===== src/design/pau_pkg.sv =====
// Shared types, constants and gain tables for the packed ADC unpacker with AGC.
package pau_pkg;

  localparam int SAMPLES_PER_ITEM = 8;
  localparam int GAIN_STEPS       = 22;
  localparam int RAW_W            = 12;
  localparam int SQ_W             = 23;
  localparam int BLOCK_E_W        = 26;
  localparam int ENERGY_W         = 48;
  localparam int COUNT_W          = 25;
  localparam int WINDOW_W         = 24;
  localparam int THRESH_W         = 47;
  localparam int STEP_W           = 5;
  localparam int TOTAL_W          = 6;
  localparam int OVER_W           = 4;
  localparam int CFG_IDX_W        = 3;
  localparam int CFG_DATA_W       = 47;
  localparam int IN_DATA_W        = 96;
  localparam int OUT_DATA_W       = 112;

  localparam logic [CFG_IDX_W-1:0] REG_AGC_ENABLE     = 3'd0;
  localparam logic [CFG_IDX_W-1:0] REG_LINEARITY_MODE = 3'd1;
  localparam logic [CFG_IDX_W-1:0] REG_AGC_WINDOW     = 3'd2;
  localparam logic [CFG_IDX_W-1:0] REG_ENERGY_FLOOR   = 3'd3;
  localparam logic [CFG_IDX_W-1:0] REG_ENERGY_CEIL    = 3'd4;
  localparam logic [CFG_IDX_W-1:0] REG_START_STEP     = 3'd5;

  localparam logic [STEP_W-1:0]   STEP_MAX        = STEP_W'(GAIN_STEPS - 1);
  localparam logic [RAW_W-1:0]    RAW_FULL_SCALE  = 12'hfff;
  localparam logic [RAW_W-1:0]    RAW_NEG_LIMIT   = 12'd1;
  localparam logic [COUNT_W:0]    BLOCK_SAMPLES   = (COUNT_W+1)'(SAMPLES_PER_ITEM);
  localparam logic [ENERGY_W-1:0] ENERGY_SAT      = '1;
  localparam logic [COUNT_W-1:0]  COUNT_SAT       = '1;

  localparam logic [TOTAL_W-1:0] LIN_TOTAL [GAIN_STEPS] = '{
    6'd39, 6'd38, 6'd36, 6'd33, 6'd31, 6'd28, 6'd26, 6'd25, 6'd23, 6'd19, 6'd18,
    6'd17, 6'd15, 6'd13, 6'd13, 6'd12, 6'd10, 6'd9,  6'd8,  6'd7,  6'd5,  6'd4};
  localparam logic [TOTAL_W-1:0] SENS_TOTAL [GAIN_STEPS] = '{
    6'd39, 6'd38, 6'd37, 6'd36, 6'd34, 6'd32, 6'd31, 6'd29, 6'd28, 6'd26, 6'd24,
    6'd21, 6'd18, 6'd17, 6'd15, 6'd13, 6'd12, 6'd10, 6'd7,  6'd6,  6'd5,  6'd4};

  typedef struct packed {
    logic signed [RAW_W-1:0] sample;
    logic                    over;
    logic [SQ_W-1:0]         square;
  } lane_out_t;

  typedef struct packed {
    logic [SAMPLES_PER_ITEM-1:0][RAW_W-1:0] samples;
    logic [BLOCK_E_W-1:0]                   energy;
    logic [OVER_W-1:0]                      over_count;
  } merge_out_t;

  function automatic logic [TOTAL_W-1:0] gain_total(input logic mode,
                                                    input logic [STEP_W-1:0] step);
    logic [STEP_W-1:0] row;
    row = STEP_MAX - step;
    return mode ? LIN_TOTAL[row] : SENS_TOTAL[row];
  endfunction

endpackage


===== src/design/pau_lane.sv =====
// One sample lane: offset-binary to signed, overrange flag and square.
module pau_lane (
  input  logic                       clk,
  input  logic                       en,
  input  logic [pau_pkg::RAW_W-1:0]  raw,
  output pau_pkg::lane_out_t         lane
);
  import pau_pkg::*;

  logic signed [RAW_W-1:0]   x;
  logic signed [2*RAW_W-1:0] prod;

  assign x    = signed'({~raw[RAW_W-1], raw[RAW_W-2:0]});
  assign prod = x * x;

  always_ff @(posedge clk) begin
    if (en) begin
      lane.sample <= x;
      lane.over   <= (raw == RAW_FULL_SCALE) || (raw <= RAW_NEG_LIMIT);
      lane.square <= prod[SQ_W-1:0];
    end
  end

endmodule


===== src/design/pau_merge.sv =====
// Merge stage: block energy and overrange count across the lanes.
module pau_merge (
  input  logic                clk,
  input  logic                en,
  input  pau_pkg::lane_out_t  lanes [pau_pkg::SAMPLES_PER_ITEM],
  output pau_pkg::merge_out_t blk
);
  import pau_pkg::*;

  logic [BLOCK_E_W-1:0] energy;
  logic [OVER_W-1:0]    over;

  always_comb begin
    energy = '0;
    over   = '0;
    for (int i = 0; i < SAMPLES_PER_ITEM; i++) begin
      energy = energy + BLOCK_E_W'(lanes[i].square);
      over   = over + OVER_W'(lanes[i].over);
    end
  end

  always_ff @(posedge clk) begin
    if (en) begin
      for (int i = 0; i < SAMPLES_PER_ITEM; i++) begin
        blk.samples[i] <= lanes[i].sample;
      end
      blk.energy     <= energy;
      blk.over_count <= over;
    end
  end

endmodule


===== src/design/pau_agc.sv =====
// Configuration registers, window energy integration, gain stepping, result register.
module pau_agc (
  input  logic                              clk,
  input  logic                              rst,
  input  logic                              cfg_valid,
  input  logic [pau_pkg::CFG_IDX_W-1:0]     cfg_index,
  input  logic [pau_pkg::CFG_DATA_W-1:0]    cfg_data,
  input  logic                              en,
  input  pau_pkg::merge_out_t               blk,
  output logic [pau_pkg::OUT_DATA_W-1:0]    result
);
  import pau_pkg::*;

  logic                agc_enable;
  logic                linearity_mode;
  logic [WINDOW_W-1:0] agc_window;
  logic [THRESH_W-1:0] energy_floor;
  logic [THRESH_W-1:0] energy_ceil;

  logic [ENERGY_W-1:0] energy_sum;
  logic [COUNT_W-1:0]  window_count;
  logic [STEP_W-1:0]   gain_step;

  logic [ENERGY_W:0]   energy_add;
  logic [ENERGY_W-1:0] energy_sat;
  logic [COUNT_W:0]    count_add;
  logic [COUNT_W-1:0]  count_sat;
  logic                eval;
  logic [ENERGY_W-1:0] energy_sum_next;
  logic [COUNT_W-1:0]  window_count_next;
  logic [STEP_W-1:0]   gain_step_next;
  logic [STEP_W-1:0]   start_step;

  assign energy_add = {1'b0, energy_sum} + (ENERGY_W+1)'(blk.energy);
  assign energy_sat = energy_add[ENERGY_W] ? ENERGY_SAT : energy_add[ENERGY_W-1:0];
  assign count_add  = {1'b0, window_count} + BLOCK_SAMPLES;
  assign count_sat  = count_add[COUNT_W] ? COUNT_SAT : count_add[COUNT_W-1:0];
  assign eval       = agc_enable && (count_sat >= COUNT_W'(agc_window));
  assign start_step = (cfg_data[STEP_W-1:0] > STEP_MAX) ? STEP_MAX : cfg_data[STEP_W-1:0];

  always_comb begin
    energy_sum_next   = energy_sum;
    window_count_next = window_count;
    gain_step_next    = gain_step;
    if (agc_enable) begin
      energy_sum_next   = energy_sat;
      window_count_next = count_sat;
      if (eval) begin
        energy_sum_next   = '0;
        window_count_next = '0;
        if (energy_sat < ENERGY_W'(energy_floor)) begin
          if (gain_step != STEP_MAX) gain_step_next = gain_step + 1'b1;
        end else if (energy_sat > ENERGY_W'(energy_ceil)) begin
          if (gain_step != '0) gain_step_next = gain_step - 1'b1;
        end
      end
    end
  end

  always_ff @(posedge clk) begin
    if (rst) begin
      agc_enable     <= 1'b1;
      linearity_mode <= 1'b0;
      agc_window     <= WINDOW_W'(1000000);
      energy_floor   <= THRESH_W'(64'd419430400);
      energy_ceil    <= THRESH_W'(64'd419430400000);
      energy_sum     <= '0;
      window_count   <= '0;
      gain_step      <= STEP_MAX;
    end else begin
      if (cfg_valid) begin
        unique case (cfg_index)
          REG_AGC_ENABLE:     agc_enable     <= cfg_data[0];
          REG_LINEARITY_MODE: linearity_mode <= cfg_data[0];
          REG_AGC_WINDOW:     agc_window     <= cfg_data[WINDOW_W-1:0];
          REG_ENERGY_FLOOR:   energy_floor   <= cfg_data[THRESH_W-1:0];
          REG_ENERGY_CEIL:    energy_ceil    <= cfg_data[THRESH_W-1:0];
          default: ;
        endcase
      end
      if (en) begin
        energy_sum   <= energy_sum_next;
        window_count <= window_count_next;
      end
      if (cfg_valid && cfg_index == REG_START_STEP) begin
        gain_step <= start_step;
      end else if (en) begin
        gain_step <= gain_step_next;
      end
    end
  end

  always_ff @(posedge clk) begin
    if (en) begin
      result <= {gain_step_next != gain_step,
                 gain_total(linearity_mode, gain_step_next),
                 gain_step_next,
                 blk.over_count,
                 blk.samples};
    end
  end

endmodule


===== src/design/packed_adc_unpack_agc.sv =====
// Top level: packed 12-bit ADC sample unpacker with stepped software AGC.
// An accepted input word passes the lane, merge and AGC result registers to the result word on m_tvalid.
// Throughput: one word per cycle while m_tready is not held low, set by the lane, merge and AGC register stages.
// The energy add, saturation and threshold compare are combinational ahead of the AGC registers.
// Reset (rst, synchronous): pipeline emptied, energy and window count cleared,
// gain step 21, registers back to their default values.
module packed_adc_unpack_agc (
  input  logic                            clk,
  input  logic                            rst,
  input  logic                            s_tvalid,
  output logic                            s_tready,
  // packed_word_a [31:0], packed_word_b [63:32], packed_word_c [95:64]
  input  logic [pau_pkg::IN_DATA_W-1:0]   s_tdata,
  output logic                            m_tvalid,
  input  logic                            m_tready,
  // sample_zero..sample_seven 12 bits each [95:0], overrange_count [99:96],
  // current_gain_step [104:100], total_gain [110:105], gain_changed [111]
  output logic [pau_pkg::OUT_DATA_W-1:0]  m_tdata,
  input  logic                            cfg_valid,
  output logic                            cfg_ready,
  input  logic [pau_pkg::CFG_IDX_W-1:0]   cfg_index,
  input  logic [pau_pkg::CFG_DATA_W-1:0]  cfg_data
);
  import pau_pkg::*;

  logic [31:0] word_a;
  logic [31:0] word_b;
  logic [31:0] word_c;
  logic [RAW_W-1:0] raw [SAMPLES_PER_ITEM];
  lane_out_t  lanes [SAMPLES_PER_ITEM];
  merge_out_t blk;

  logic lane_valid;
  logic merge_valid;
  logic adv_merge;
  logic adv_out;
  logic load_out;

  assign word_a = s_tdata[31:0];
  assign word_b = s_tdata[63:32];
  assign word_c = s_tdata[95:64];

  assign raw[0] = word_a[31:20];
  assign raw[1] = word_a[19:8];
  assign raw[2] = {word_a[7:0], word_b[31:28]};
  assign raw[3] = word_b[27:16];
  assign raw[4] = word_b[15:4];
  assign raw[5] = {word_b[3:0], word_c[31:24]};
  assign raw[6] = word_c[23:12];
  assign raw[7] = word_c[11:0];

  assign adv_out   = !m_tvalid || m_tready;
  assign adv_merge = !merge_valid || adv_out;
  assign s_tready  = !lane_valid || adv_merge;
  assign load_out  = merge_valid && adv_out;
  assign cfg_ready = 1'b1;

  always_ff @(posedge clk) begin
    if (rst) begin
      lane_valid  <= 1'b0;
      merge_valid <= 1'b0;
      m_tvalid    <= 1'b0;
    end else begin
      if (s_tready)  lane_valid  <= s_tvalid;
      if (adv_merge) merge_valid <= lane_valid;
      if (adv_out)   m_tvalid    <= merge_valid;
    end
  end

  for (genvar i = 0; i < SAMPLES_PER_ITEM; i++) begin : g_lane
    pau_lane u_lane (
      .clk  (clk),
      .en   (s_tready),
      .raw  (raw[i]),
      .lane (lanes[i])
    );
  end

  pau_merge u_merge (
    .clk   (clk),
    .en    (adv_merge),
    .lanes (lanes),
    .blk   (blk)
  );

  pau_agc u_agc (
    .clk       (clk),
    .rst       (rst),
    .cfg_valid (cfg_valid),
    .cfg_index (cfg_index),
    .cfg_data  (cfg_data),
    .en        (load_out),
    .blk       (blk),
    .result    (m_tdata)
  );

endmodule

===== config.mk =====
export PLATFORM = sky130hd
export DESIGN_NAME = packed_adc_unpack_agc
export DESIGN_NICKNAME = d
export VERILOG_FILES = /design/src/design/pau_pkg.sv /design/src/design/pau_lane.sv /design/src/design/pau_merge.sv /design/src/design/pau_agc.sv /design/src/design/packed_adc_unpack_agc.sv
export SDC_FILE = /design/constraint.sdc
export NUM_CORES = 2
export LEC_CHECK = 0
export BUFFER_PORTS_ARGS = -buffer_cell sky130_fd_sc_hd__buf_2
export CAP_MARGIN = 10
export CORE_MARGIN = 3
export CORE_UTILIZATION = 45
export DETAILED_ROUTE_END_ITERATION = 8
export MAX_ROUTING_LAYER = met4
export PLACE_DENSITY = 0.67
export SYNTH_ARGS = -nofsm -noshare
export SYNTH_HDL_FRONTEND = slang
export SYNTH_SLANG_ARGS = --single-unit

===== constraint.sdc =====
create_clock -name clk -period 26.1 [get_ports clk]
set_input_delay 7.83 -clock clk [delete_from_list [all_inputs] [get_ports clk]]
set_output_delay 7.83 -clock clk [all_outputs]
set_load 0.01 [all_outputs]

==> impl_metrics.csv <==
group,metric,value,unit
sta,slew_headroom,24.22,%
setup_path,cp-end-kind,"output port",
floorplan,start_util,45.57,%
floorplan,ios,266,
status,status,"complete, no violations",
routing,wirelength_met1,65.59,mm
synthesis,synth_area,69640,sq um
floorplan,die_area,159500,sq um
routing,vias_per_cell,5.097,
routing,drt_iter0_markers,2917,
layout,final_common_cell,"inv_1",
global_routing,grt_pass1_vias,48410,
synthesis,synth-seq-area-share,27.77,%
sta,fmax,0.05897,GHz
synthesis,syn_avg_cell_area,10.48,sq um
synthesis,ys_ff_latch,711,
global_routing,grt_remaining_overflow,0,
clocking,clockBufferDepth,3,
setup_path,reg2reg_depth,30,
clocking,cts-root-buf,"clkbuf_16",
layout,nets,8676,
sta,slew_viol_final,0,
clocking,htree_levels,3,
routing,num_vias,45530,
setup_path,crit_fanout,44,
sta,rsz0062_at_grt,"no",
routing,wl_per_cell,17.30,microns
hold_path,worstHoldStart,"g_lane[6].u_lane.lane[26]",
synthesis,synth_edf_count,510,
layout,drive_gt1_share,7.309,%
sta,min_period,16960,ps
setup_path,r2r-start,"u_merge.blk[4]",
clocking,post-cts-setup-buffer-count,0,
synthesis,yosys_warnings,0,
sta,finalHoldViolations,0,
sta,period_share,64.98,%
hold_path,hold_path_class,"flip-flop to flip-flop",
floorplan,core_area,152800,sq um
setup_path,worstPathRequired,18270,ps
global_routing,antenna_found_initial,15,
setup_path,startpoint_type,"input port",
synthesis,synth_cell_types,83,
sta,setup_viol,0,
setup_path,r2r_end,"u_agc.result[108]",
routing,route.detailed.drc,0,
floorplan,rows,143,
setup_path,regToRegSetupSlack,17170,ps
placement,place_congestion,0.8634,
clocking,cts_buffers,86,
synthesis,synthTopCellsByArea,"fa_1 (31%), edfxtp_1 (22%), ha_1 (11%), inv_1 (7.4%), dfxtp_1 (5.8%)",
clocking,cts_tree,"yes",
sta,setup_tns,0,ps
clocking,ctsResizeCount,0,
clocking,clk_pin_slew,60,ps
placement,port_buffers,264,
layout,layout_common_cells,"inv_1 (1371), fa_1 (1069), ha_1 (626), nand2_1 (592), edfxtp_1 (510)",
layout,syn2layout_area_growth,8.870,%
setup_path,critical_path_class,"input port to output port",
synthesis,synth_top_area_cell,"fa_1",
clocking,cts.sinks,711,
synthesis,synth_top_cell_area_share,30.73,%
floorplan,die_h,399.4,microns
routing,wl_met2,77.83,mm
sta,tightest_slew,1137,ps
routing,firstDrtPassIters,5,
routing,routed.top_layer,"met4",
routing,dr_wl_met3,7.481,mm
hold_path,hold_depth,0,
synthesis,synth_flop_cell,"edfxtp_1",
floorplan,fp.dieW,399.4,microns
sta,clock_skew,65.52,ps
global_routing,grt_start_max_net_pins,114,
routing,ant_nets,0,
clocking,cts_hold_buf,0,
hold_path,hold_path_end,"u_merge.blk[104]",
routing,drt_wl_total,154.5,mm
flow_run,cap_viol_max_count,0,
synthesis,synthCells,6645,
global_routing,grt_pass1_wl,254.2,mm
placement,hpwl,122.4,mm
clocking,clk_latency,740,ps
global_routing,grtUsageTotal,20.69,%
synthesis,synthArstFlopShare,0,%
setup_path,crit_arrival,9130,ps
==> cell type report <==
cell class / count / area, sq um
Antenna cell: 7 / 17.52
Clock buffer: 106 / 2330
Clock inverter: 48 / 490.5
Fill cell: 13780 / 76980
Inverter: 1374 / 5167
Multi-Input combinational cell: 4376 / 44480
Sequential cell: 711 / 19340
Tap cell: 2030 / 2540
Timing Repair Buffer: 281 / 1455
==> worst max-delay path, cell delays in order <==
cell	delay [ps]
buf_2	100
nor2b_1	150
and2_1	350
nand2_4	380
buf_2	300
==> synth_stat cells (all sizes together) (21+ instances only) <==
| master | instances |
|---|---|
| nor2 | 288 |
| and3 | 26 |
| nand4 | 37 |
| ha | 626 |
| a21oi | 307 |
| a211oi | 25 |
| xnor2 | 212 |
| or2 | 58 |
| nand3 | 101 |
| inv | 1374 |
| edfxtp | 510 |
| and2 | 278 |
| a21o | 56 |
| nor4 | 21 |
| clkbuf | 176 |
| dfxtp | 201 |
| nor2b | 92 |
| a22oi | 43 |
| o21bai | 21 |
| a21boi | 27 |
| nor3 | 65 |
| nand2 | 594 |
| o21ai | 124 |
| o21a | 23 |
| nand2b | 34 |
| fa | 1069 |
| xor2 | 75 |
==> flip-flops by register name (all words and copies together) (netlist names) <==
register,cells
g_lane.u_lane.lane,272
lane_valid,1
m_tvalid,1
merge_valid,1
u_agc.agc_enable,1
u_agc.agc_window,24
u_agc.energy_ceil,47
u_agc.energy_floor,47
u_agc.energy_sum,48
u_agc.gain_step,5
u_agc.linearity_mode,1
u_agc.result,112
u_agc.window_count,25
u_merge.blk,126
==> cell families after synthesis <==
group	share of synthesized area (%)
AO/OA/AOI/OAI	6.677
XOR/XNOR	3.620
adder cells (fa/ha/maj)	41.98
buffers and inverters	8.445
flip-flops	27.77
multiplexers	0.2533
other	0.01078
AND/OR/NAND/NOR	11.25
==> routing by layer <==
metal | vias to the layer above | track usage [%]
met4 | 0 | 5.613
met3 | 220 | 2.511
li1 | 21440 | -
met1 | 22890 | 26.61
met2 | 985 | 34.72
met5 | - | -
==> worst max path at each step <==
stage	from	to	slack [ps]	depth (start not counted)
after floorplan	m_tready	s_tready	4460	3
after global placement	m_tready	s_tready	9120	5
after detailed placement	m_tready	s_tready	9120	5
after CTS	m_tready	s_tready	9120	5
after global routing	m_tready	s_tready	9040	5
final	m_tready	s_tready	9140	5
==> through the flow <==
step,hold slack [ps],worst slack [ps],cells,cell area (sq um),util [%]
5_1_grt,409.4,9043,8932,75810,49.62
6_report,397.9,9141,8933,75820,49.62
2_1_floorplan,400.3,4459,6648,69650,-
4_1_cts,400.7,9123,8926,75800,49.61
3_5_place_dp,404.5,9124,8772,72980,47.76
3_3_place_gp,400.3,9124,8772,72980,47.76
Power is left out: the tool's default activity adds up to more than one toggle a clock period on the data nets, which glitch-free logic cannot reach.
